## config.mk

```make
export PLATFORM = sky130hd
export DESIGN_NAME = key_short_long_press_detector
export DESIGN_NICKNAME = d
export VERILOG_FILES = /design/src/hdl/kslp_pkg.sv /design/src/hdl/kslp_cfg.sv /design/src/hdl/kslp_key_cell.sv /design/src/hdl/key_short_long_press_detector.sv
export SDC_FILE = /design/constraint.sdc
export NUM_CORES = 1
export LEC_CHECK = 0
export BUFFER_PORTS_ARGS = -buffer_cell sky130_fd_sc_hd__buf_2
export CAP_MARGIN = 10
export CORE_MARGIN = 1.5
export CORE_UTILIZATION = 63
export DETAILED_ROUTE_END_ITERATION = 10
export GPL_TIMING_DRIVEN = 0
export PLACE_DENSITY = 0.91
export SLEW_MARGIN = 40
export SYNTH_ARGS = -nofsm -noshare
export SYNTH_HDL_FRONTEND = slang
export SYNTH_SLANG_ARGS = --single-unit
```

## constraint.sdc

```tcl
create_clock -name i_clk -period 3.4 [get_ports i_clk]
set_input_delay 0.68 -clock i_clk [delete_from_list [all_inputs] [get_ports i_clk]]
set_output_delay 0.68 -clock i_clk [all_outputs]
set_load 0.01 [all_outputs]
```

## src/hdl/kslp_pkg.sv

```systemverilog
// Shared types and constants for the key short/long press detector.
// No dependencies; imported by every module of the block.
package kslp_pkg;

    localparam int KEY_LEVEL_BITS = 6;
    localparam int KEY_INDEX_W    = 3;
    localparam int EVENT_W        = 2;
    localparam int COUNT_W        = 8;
    localparam int CFG_INDEX_W    = 1;
    localparam int CFG_DATA_W     = 8;
    localparam int IN_TDATA_W     = 16;
    localparam int OUT_TDATA_W    = 8;
    localparam int DEF_NUM_KEYS   = 6;

    localparam logic [COUNT_W-1:0] COUNT_MAX        = '1;
    localparam logic [COUNT_W-1:0] LONG_TICKS_RESET = 8'd80;
    localparam logic [COUNT_W-1:0] SHORT_MIN_RESET  = 8'd2;

    localparam logic [CFG_INDEX_W-1:0] CFG_LONG_TICKS = 1'b0;
    localparam logic [CFG_INDEX_W-1:0] CFG_SHORT_MIN  = 1'b1;

    typedef enum logic [EVENT_W-1:0] {
        EV_NONE  = 2'd0,
        EV_SHORT = 2'd1,
        EV_LONG  = 2'd2
    } t_event;

    typedef struct packed {
        logic [COUNT_W-1:0] long_ticks;
        logic [COUNT_W-1:0] short_min;
    } t_cfg;

    // Per-item control broadcast to every key cell
    typedef struct packed {
        logic step;
        logic scan;
    } t_key_ctl;

endpackage

```

## src/hdl/kslp_cfg.sv

```systemverilog
// Configuration register file: long press threshold and short press minimum.
// Depends on kslp_pkg.
module kslp_cfg
    import kslp_pkg::*;
(
    input  logic                   i_clk,
    input  logic                   i_rst_n,
    input  logic                   i_cfg_valid,
    output logic                   o_cfg_ready,
    input  logic [CFG_INDEX_W-1:0] i_cfg_index,
    input  logic [CFG_DATA_W-1:0]  i_cfg_data,
    output t_cfg                   o_cfg
);

    t_cfg r_cfg;

    assign o_cfg_ready = 1'b1;
    assign o_cfg       = r_cfg;

    always_ff @(posedge i_clk) begin
        if (!i_rst_n) begin
            r_cfg.long_ticks <= LONG_TICKS_RESET;
            r_cfg.short_min  <= SHORT_MIN_RESET;
        end else if (i_cfg_valid) begin
            unique case (i_cfg_index)
                CFG_LONG_TICKS: r_cfg.long_ticks <= i_cfg_data;
                CFG_SHORT_MIN:  r_cfg.short_min  <= i_cfg_data;
            endcase
        end
    end

endmodule

```

## src/hdl/kslp_key_cell.sv

```systemverilog
// State of one key: held tick count, long press lock and latched event.
// Depends on kslp_pkg.
module kslp_key_cell
    import kslp_pkg::*;
(
    input  logic     i_clk,
    input  logic     i_rst_n,
    input  t_key_ctl i_ctl,
    input  t_cfg     i_cfg,
    input  logic     i_pressed,
    input  logic     i_read_clr,
    output t_event   o_event,
    output logic     o_next_pending
);

    logic [COUNT_W-1:0] r_count, n_count, count_inc;
    logic               r_lock, n_lock;
    t_event             r_event, n_event;

    assign count_inc = (r_count != COUNT_MAX) ? r_count + 1'b1 : r_count;

    always_comb begin
        n_count = r_count;
        n_lock  = r_lock;
        n_event = r_event;
        if (i_ctl.scan) begin
            if (i_pressed) begin
                if (!r_lock) begin
                    n_count = count_inc;
                    if (count_inc >= i_cfg.long_ticks) begin
                        n_event = EV_LONG;
                        n_lock  = 1'b1;
                    end
                end
            end else begin
                if (r_count >= i_cfg.short_min && r_count < i_cfg.long_ticks) begin
                    n_event = EV_SHORT;
                end
                n_count = '0;
                n_lock  = 1'b0;
            end
        end
        if (i_read_clr) begin
            n_event = EV_NONE;
        end
    end

    always_ff @(posedge i_clk) begin
        if (!i_rst_n) begin
            r_count <= '0;
            r_lock  <= 1'b0;
            r_event <= EV_NONE;
        end else if (i_ctl.step) begin
            r_count <= n_count;
            r_lock  <= n_lock;
            r_event <= n_event;
        end
    end

    assign o_event        = r_event;
    assign o_next_pending = (n_event != EV_NONE);

endmodule

```

## src/hdl/key_short_long_press_detector.sv

```systemverilog
// Key short/long press detector: one input beat is either a scan tick carrying the
// active-low key levels or a read that returns and clears one key's latched event.
// Every input beat yields exactly one result beat. Throughput is one beat per cycle
// while m_axis_tready stays high; a beat is captured in the input register and its
// result is written to the result register once that register is free or being
// drained, which raises m_axis_tvalid. The per-key cells update their state in the
// same cycle the beat moves from the input register to the result register.
// Configuration writes are taken on every cycle (o_cfg_ready is always high).
// Depends on kslp_pkg, kslp_cfg and kslp_key_cell.
module key_short_long_press_detector
    import kslp_pkg::*;
#(
    parameter int NUM_KEYS = DEF_NUM_KEYS
) (
    input  logic                   i_clk,
    input  logic                   i_rst_n,
    input  logic                   i_cfg_valid,
    output logic                   o_cfg_ready,
    input  logic [CFG_INDEX_W-1:0] i_cfg_index,
    input  logic [CFG_DATA_W-1:0]  i_cfg_data,
    input  logic                   s_axis_tvalid,
    output logic                   s_axis_tready,
    // [5:0] key_levels, [8:6] key_index, [15:9] zero
    input  logic [IN_TDATA_W-1:0]  s_axis_tdata,
    // [0] req_type
    input  logic                   s_axis_tuser,
    output logic                   m_axis_tvalid,
    input  logic                   m_axis_tready,
    // [1:0] event_code, [7:2] pending_mask
    output logic [OUT_TDATA_W-1:0] m_axis_tdata
);

    t_cfg cfg;

    logic                      r_in_valid;
    logic                      r_in_req;
    logic [KEY_LEVEL_BITS-1:0] r_in_levels;
    logic [KEY_INDEX_W-1:0]    r_in_index;

    logic                      r_out_valid;
    logic [EVENT_W-1:0]        r_out_code;
    logic [KEY_LEVEL_BITS-1:0] r_out_mask;

    logic                      advance;
    logic                      in_range;
    t_key_ctl                  ctl;
    t_event                    key_event [NUM_KEYS];
    logic [NUM_KEYS-1:0]       next_pending;
    logic [KEY_LEVEL_BITS-1:0] n_mask;
    logic [EVENT_W-1:0]        n_code;

    kslp_cfg u_cfg (
        .i_clk       (i_clk),
        .i_rst_n     (i_rst_n),
        .i_cfg_valid (i_cfg_valid),
        .o_cfg_ready (o_cfg_ready),
        .i_cfg_index (i_cfg_index),
        .i_cfg_data  (i_cfg_data),
        .o_cfg       (cfg)
    );

    // Move a beat forward whenever the result slot is free or being drained
    assign advance       = r_in_valid && (!r_out_valid || m_axis_tready);
    assign s_axis_tready = !r_in_valid || advance;
    assign in_range      = (32'(r_in_index) < NUM_KEYS);
    assign ctl.step      = advance;
    assign ctl.scan      = !r_in_req;

    for (genvar i = 0; i < NUM_KEYS; i++) begin : g_key
        logic pressed;
        if (i < KEY_LEVEL_BITS) begin : g_level
            assign pressed = !r_in_levels[i];
        end else begin : g_nolevel
            assign pressed = 1'b0;
        end

        kslp_key_cell u_cell (
            .i_clk          (i_clk),
            .i_rst_n        (i_rst_n),
            .i_ctl          (ctl),
            .i_cfg          (cfg),
            .i_pressed      (pressed),
            .i_read_clr     (r_in_req && (32'(r_in_index) == i)),
            .o_event        (key_event[i]),
            .o_next_pending (next_pending[i])
        );
    end

    for (genvar i = 0; i < KEY_LEVEL_BITS; i++) begin : g_mask
        if (i < NUM_KEYS) begin : g_present
            assign n_mask[i] = next_pending[i];
        end else begin : g_absent
            assign n_mask[i] = 1'b0;
        end
    end

    always_comb begin
        n_code = EV_NONE;
        if (r_in_req && in_range) begin
            for (int i = 0; i < NUM_KEYS; i++) begin
                if (32'(r_in_index) == i) begin
                    n_code = key_event[i];
                end
            end
        end
    end

    always_ff @(posedge i_clk) begin
        if (!i_rst_n) begin
            r_in_valid  <= 1'b0;
            r_out_valid <= 1'b0;
        end else begin
            if (s_axis_tvalid && s_axis_tready) begin
                r_in_valid <= 1'b1;
            end else if (advance) begin
                r_in_valid <= 1'b0;
            end
            if (advance) begin
                r_out_valid <= 1'b1;
            end else if (m_axis_tready) begin
                r_out_valid <= 1'b0;
            end
        end
    end

    // Payload registers: hold unless a new beat lands
    always_ff @(posedge i_clk) begin
        if (s_axis_tvalid && s_axis_tready) begin
            r_in_req    <= s_axis_tuser;
            r_in_levels <= s_axis_tdata[KEY_LEVEL_BITS-1:0];
            r_in_index  <= s_axis_tdata[KEY_LEVEL_BITS +: KEY_INDEX_W];
        end
        if (advance) begin
            r_out_code <= n_code;
            r_out_mask <= n_mask;
        end
    end

    assign m_axis_tvalid = r_out_valid;
    assign m_axis_tdata  = {r_out_mask, r_out_code};

    a_tick_no_event: assert property (@(posedge i_clk) disable iff (!i_rst_n)
        advance && !r_in_req |=> r_out_code == EV_NONE)
        else $error("tick produced a nonzero event code");

    a_absent_key_no_event: assert property (@(posedge i_clk) disable iff (!i_rst_n)
        advance && r_in_req && !in_range |=> r_out_code == EV_NONE)
        else $error("read of an absent key produced an event");

    a_read_clears_pending: assert property (@(posedge i_clk) disable iff (!i_rst_n)
        advance && r_in_req && in_range && (32'(r_in_index) < KEY_LEVEL_BITS)
        |=> r_out_mask[$past(r_in_index)] == 1'b0)
        else $error("pending bit still set after reading its key");

    a_stall_only_when_full: assert property (@(posedge i_clk) disable iff (!i_rst_n)
        !s_axis_tready |-> r_in_valid && r_out_valid && !m_axis_tready)
        else $error("input stalled while the pipeline had room");

endmodule
```

======== Word-level counts from Yosys, hierarchy flattened ========
Cells that the tools add are included.
storage, ports and cells
  bits in registers ....................... 102
  logic and storage cells ................. 190
  bits of input ports ..................... 31
cells by class
  order comparisons ....................... 19
  equality and inequality tests ........... 17
  bitwise gates (word level) .............. 2
  reduce and logical (&&, ||, !) cells .... 37
  $add $sub $neg .......................... 6
  mux-type cells .......................... 82
operator list
  kind                   number
  $mux W8                18
  $ge A8 B8 Y1           12
  $mux W2                42
  $add A8 B1 Y8 const B  6
  $lt A8 B8 Y1           6
  $ne A8 B8 Y1 const B   6
  $mux W1                22
  $reduce_and A3 Y1      6
  $reduce_bool A2 Y1     8
  $logic_and A1 B1 Y1    15
  $ne A2 B2 Y1 const B   6
  $eq A3 B2 Y1 const B   2
  $eq A3 B3 Y1 const B   2
  $reduce_and A2 Y1      3
  $eq A3 B1 Y1 const B   1
  $logic_not A3 Y1       1
  $lt A3 B3 Y1 const B   1
  $logic_not A1 Y1       2
  $logic_or A1 B1 Y1     2
  $not A1 Y1             2

======== Depth between registers and ports, before layout ========
  word-level depth ........................ 9
  mapped depth ............................ 14
  depth with buffers taken out ............ 12

======== Hierarchy ========
From an unflattened synthesis, not the netlist that was laid out.
second synthesis, totals
  cell total of the unflattened synthesis .. 1,099
  area total of the unflattened synthesis .. 8,966.1 um^2
by module, submodules not included
  module                                sequential area each (um^2)  area an instance (um^2)  instances  cells each
  kslp_key_cell at g_key[0].u_cell ...  220.2                        1,252.5                  5          164
  kslp_key_cell at g_key[2].u_cell      220.2                        1,226.2                  1          151
  key_short_long_press_detector         580.6                        847.1                    1          61
  kslp_cfg                              320.3                        630.6                    1          67

======== Least setup slack after synthesis ========
No wires, ideal clock.
  path type ............................... flip-flop to flip-flop
  from .................................... register g_key[0].u_cell.r_count[0]
  to ...................................... register r_out_mask[0], data pin
  arrival time ............................ 2,569 ps
  slack ................................... 572 ps
  setup time .............................. 259 ps
  stages on the path, launching flop included .. 13
  data required time ...................... 3,141 ps
  cell sequence ........................... dfxtp_1 ha_1 and2_1 buf_2 nand3_1 mux2_2 ha_1 o21ai_0 a21oi_1 or3_1 a21oi_1 o41ai_1 o31a_1
between the ends
  word-level cells in the longest chain between the ends .. 9
  elaborated cells on any way between the ends .. 14
  those cells by class .................... add/sub (1); order compare (3); eq/ne (1); mux (7); reduce/logical (2)
ends and longest elaborated chain
  what                                                  line                                  source
  start, declared                                       kslp_key_cell.sv:16                   logic [COUNT_W-1:0] r_count, n_count, count_inc;
  start signal, assigned                                kslp_key_cell.sv:54                   r_count <= n_count;
  $add A8 B1 Y8 / $ne A8 B8 Y1 (equally long branches)  kslp_key_cell.sv:20                   assign count_inc = (r_count != COUNT_MAX) ? r_count + 1'b1 : r_count;
  $mux W8                                               kslp_key_cell.sv:20
  $ge A8 B8 Y1                                          kslp_key_cell.sv:30                   if (count_inc >= i_cfg.long_ticks) begin
  $mux W2                                               kslp_key_cell.sv:30
  $mux W2                                               kslp_key_cell.sv:28                   if (!r_lock) begin
  $mux W2 (*)                                           kslp_key_cell.sv:27                   if (i_pressed) begin
  $mux W2 (*)                                           kslp_key_cell.sv:26                   if (i_ctl.scan) begin
  $mux W2 (*)                                           kslp_key_cell.sv:43                   if (i_read_clr) begin
  $reduce_bool A2 Y1 (*)                                kslp_key_cell.sv:61                   assign o_next_pending = (n_event != EV_NONE);
  net g_key[0].u_cell.o_next_pending                    kslp_key_cell.sv:13                   output logic o_next_pending
  end signal, assigned                                  key_short_long_press_detector.sv:135  r_out_mask <= n_mask;
  end, declared                                         key_short_long_press_detector.sv:42   logic [KEY_LEVEL_BITS-1:0] r_out_mask;
The timed path passes the listed nets; every way through them passes the cells marked *.
A chain may end at the register's enable or synchronous reset.

======== Worst setup path in the final report ========
  from .................................... register g_key[4].u_cell.r_count[1]
  to ...................................... register r_out_mask[4], data pin
between the ends
  word-level cells in the longest chain between the ends .. 9
  elaborated cells on any way between the ends .. 14
  those cells by class .................... add/sub (1); order compare (3); eq/ne (1); mux (7); reduce/logical (2)
ends and longest elaborated chain
  what                                                  line
  start, declared                                       kslp_key_cell.sv:16
  start signal, assigned                                kslp_key_cell.sv:54
  $add A8 B1 Y8 / $ne A8 B8 Y1 (equally long branches)  kslp_key_cell.sv:20
  $mux W8                                               kslp_key_cell.sv:20
  $ge A8 B8 Y1                                          kslp_key_cell.sv:30
  $mux W2                                               kslp_key_cell.sv:30
  $mux W2                                               kslp_key_cell.sv:28
  $mux W2 (*)                                           kslp_key_cell.sv:27
  $mux W2 (*)                                           kslp_key_cell.sv:26
  $mux W2 (*)                                           kslp_key_cell.sv:43
  $reduce_bool A2 Y1 (*)                                kslp_key_cell.sv:61
  net g_key[4].u_cell.o_next_pending                    kslp_key_cell.sv:13
Marked as above.

==> impl_metrics.py <==
metrics = {
    "sta": {
        "finalHoldViolations": 0,
        "setup_tns_ps": 0,
        "setup_slack_ps": 130,
        "slew_violations": 0,
        "slew_headroom": 0.416,
        "setup_violations": 0,
        "fin_crit_ps": 3270,
        "fmax_ghz": 0.306,
        "worst_slew_pin_slew_ps": 877,
        "rsz0062_at_grt": "false",
        "finClkSkew_ps": 7.32,
        "period_share": 0.962,
    },
    "clocking": {
        "cts_max_level": 3,
        "clock_path_buffers": 2,
        "cts_made_buffers": 9,
        "path_clk_slew_ps": 80,
        "tritoncts": "done",
        "clk_latency_ps": 370,
        "cts.sinks": 102,
        "clock-root-buffer": "clkbuf_16",
    },
    "worst_setup_path": {
        "crit_arrival_ps": 3390,
        "worst-setup-path-type": "register to register",
        "required_ps": 3520,
        "crit_buf_inv": 0,
        "cpPeakStageDelay_ps": 450,
        "path_cells": "ha_1 > nand2_1 > nor3_2 > mux2_2 > ha_1 > a211o_1 > a21oi_1 > o22ai_1 > o21ai_0 > nand2_1",
        "cp_top_family": "compound AO/OA/AOI/OAI gates",
        "cp-end-kind": "register",
        "cp_slowest_cell": "nor3_2",
        "startpoint_type": "register",
        "critPathMaxFanout": 7,
    },
    "finish": {
        "seq_area_um2": 2220,
        "drive_above_1_share": 0.0905,
        "final_common_cell": "ha_1",
        "mostFrequentLayoutCells": "ha_1, nor2_1, nand2_1",
        "final_nets": 1198,
        "multi_input_area_um2": 5660,
        "antenna_cells": 0,
        "area_growth_pct": 8.25,
        "fill_cells": 1015,
    },
    "yosys": {
        "yosys.cell_types.count": 73,
        "yosysWarnings": 0,
        "ys_seq_area_frac": 0.272,
        "syn_area_um2": 8160,
        "synth-async-reset-ratio": 0,
        "synth_edf_count": 18,
        "ys.flop_type": "dfxtp_1",
        "synth_seq_cells": 102,
        "syn_avg_cell_area_um2": 8.32,
        "synth_fp_nets": 1155,
        "syn_inst": 980,
    },
    "routing": {
        "detail-route-antenna-nets": 0,
        "drt-vias-per-instance": 6.74,
        "vias": 8082,
        "route.detailed.drc": 0,
        "routedWlPerCell_um": 19.4,
        "routed_wl_mm": 23.2,
        "drtIter0Drc": 974,
        "drtPass1Iterations": 6,
    },
    "placed_design": {
        "port_buffers": 32,
        "gp_congestion": 0.942,
        "post-place-ws_ps": 191,
        "dp_hpwl_mm": 16.3,
    },
    "floorplan": {
        "die_y_um": 117,
        "core_area_um2": 12600,
        "rows": 41,
        "initial_utilization": 0.646,
        "ioPinCount": 42,
        "die-width_um": 117,
        "die-area_um2": 13600,
    },
    "job": {
        "drv_cap": 0,
    },
    "worst_hold_path": {
        "worstHoldPathType": "register to register",
    },
    "global_route": {
        "antenna_found_initial": 0,
        "gr-total-overflow": 0,
        "grt_max_degree": 20,
        "grtUsageTotal": 0.348,
        "grt_pass1_wl_mm": 36.3,
        "grt_pass1_vias": 7377,
    },
    "pwr": {
        "power_density_nw_per_um2": 305,
        "p_comb_frac": 0.134,
        "switchingPower_w": 0.000804,
        "clockPowerShare": 0.390,
        "total_leakage_power_nw": 3.80,
        "power_frac_seq": 0.475,
        "irDropWorstVdd_mv": 0.243,
        "p_int_w": 0.00189,
        "sw_frac_of_total": 0.298,
    },
    "outcome": {
        "status": "completed",
    },
}
-- synthesized netlist by cell type (9+ instances only) --
master	number	share of area
a21oi_1	81	0.050
nor2b_1	9	0.0069
nand2b_1	13	0.010
xnor2_1	10	0.011
a211oi_1	12	0.011
nor3_1	25	0.015
o211ai_1	10	0.0092
nor2_1	113	0.052
nand4_1	19	0.015
inv_1	37	0.017
a22oi_1	33	0.030
a21o_1	11	0.010
o21a_1	14	0.013
edfxtp_1	18	0.066
nand3_1	36	0.022
nand2_1	85	0.039
a31oi_1	10	0.0077
and3_1	16	0.012
o21ai_0	53	0.033
ha_1	144	0.22
clkbuf_1	19	0.0087
dfxtp_1	84	0.21
buf_2	10	0.0061
-- cell type report --
| cell class | instances | share of cell area |
|---|---|---|
| Timing Repair Buffer | 32 | 0.0181 |
| Sequential cell | 102 | 0.252 |
| Buffer | 33 | 0.0160 |
| Inverter | 38 | 0.0162 |
| Tap cell | 172 | 0.0244 |
| Clock inverter | 7 | 0.00751 |
| Clock buffer | 9 | 0.0255 |
| Multi-Input combinational cell | 807 | 0.641 |
-- routing by layer --
metal	vias up	wire length, µm	track usage
met2	495	10600	0.568
met1	3747	9170	0.435
li1	3750	-	-
met4	0	844	0.154
met3	90	2620	0.0911
met5	-	0	0
-- worst register-to-register path: cells and delay by family (launching register included) --
family	cells	cell delay, ps
AO/OA/AOI/OAI	4	1010
adder cells (fa/ha/maj)	2	520
flip-flops	1	430
multiplexers	1	400
AND/OR/NAND/NOR	3	660
-- logic make-up after synthesis --
| group | after synthesis | synth area share |
|---|---|---|
| and+or+nand+nor | 359 | 0.215 |
| xor gates and xnor gates | 17 | 0.0192 |
| muxes | 18 | 0.0264 |
| DFF | 102 | 0.272 |
| other | 1 | 0.000460 |
| adders and majority gates | 144 | 0.221 |
| AOI/OAI and AO/OA | 268 | 0.211 |
| buffers and inverters | 71 | 0.0348 |
-- timing repair --
| item | CTS | global route |
|---|---|---|
| gates resized for setup | 0 | 2 |
| setup buffers | 0 | 0 |
| setup endpoints to repair | 0 | 2 |
| hold buffers | 0 | 0 |
-- registers in the layout, indices dropped and copies added, names as in the netlist --
name / flops
r_out_code: 2
r_out_mask: 6
r_in_levels: 6
g_key.u_cell.r_lock: 6
g_key.u_cell.o_event: 12
m_axis_tvalid: 1
r_in_req: 1
u_cfg.o_cfg: 16
r_in_index: 3
g_key.u_cell.r_count: 48
r_in_valid: 1
-- through the flow --
step	area, µm²	power [W]	hold slack (ps)	instances	utilization
3_5_place_dp	8530	0.00166	447	1184	0.676
4_1_cts	8820	0.00269	458	1200	0.699
2_1_floorplan	8160	0.00153	436	980	-
6_report	8830	0.00270	458	1200	0.700
3_3_place_gp	8530	0.00164	443	1184	0.676
5_1_grt	8830	0.00278	475	1200	0.700
-- power groups by stage --
stage                     Combinational [W]  Clock, W  Sequential (W)
final                              0.000362   0.00105         0.00128
after global routing               0.000396   0.00110         0.00128
after CTS                          0.000351   0.00106         0.00128
after detailed placement           0.000349         0         0.00131
after global placement             0.000334         0         0.00131
after floorplan                    0.000232         0         0.00130
-- worst paths after layout --
path	from	endpoint	slack [ps]	depth (start not counted)
worst max-delay path	g_key[4].u_cell.r_count[1]	r_out_mask[4]	130	10
worst min-delay path	u_cfg.o_cfg[10]	u_cfg.o_cfg[10]	460	2
worst max register to register	g_key[4].u_cell.r_count[1]	r_out_mask[4]	130	10
worst min register to register	u_cfg.o_cfg[10]	u_cfg.o_cfg[10]	460	2
No activity file was read; power rests on OpenSTA's default activity.
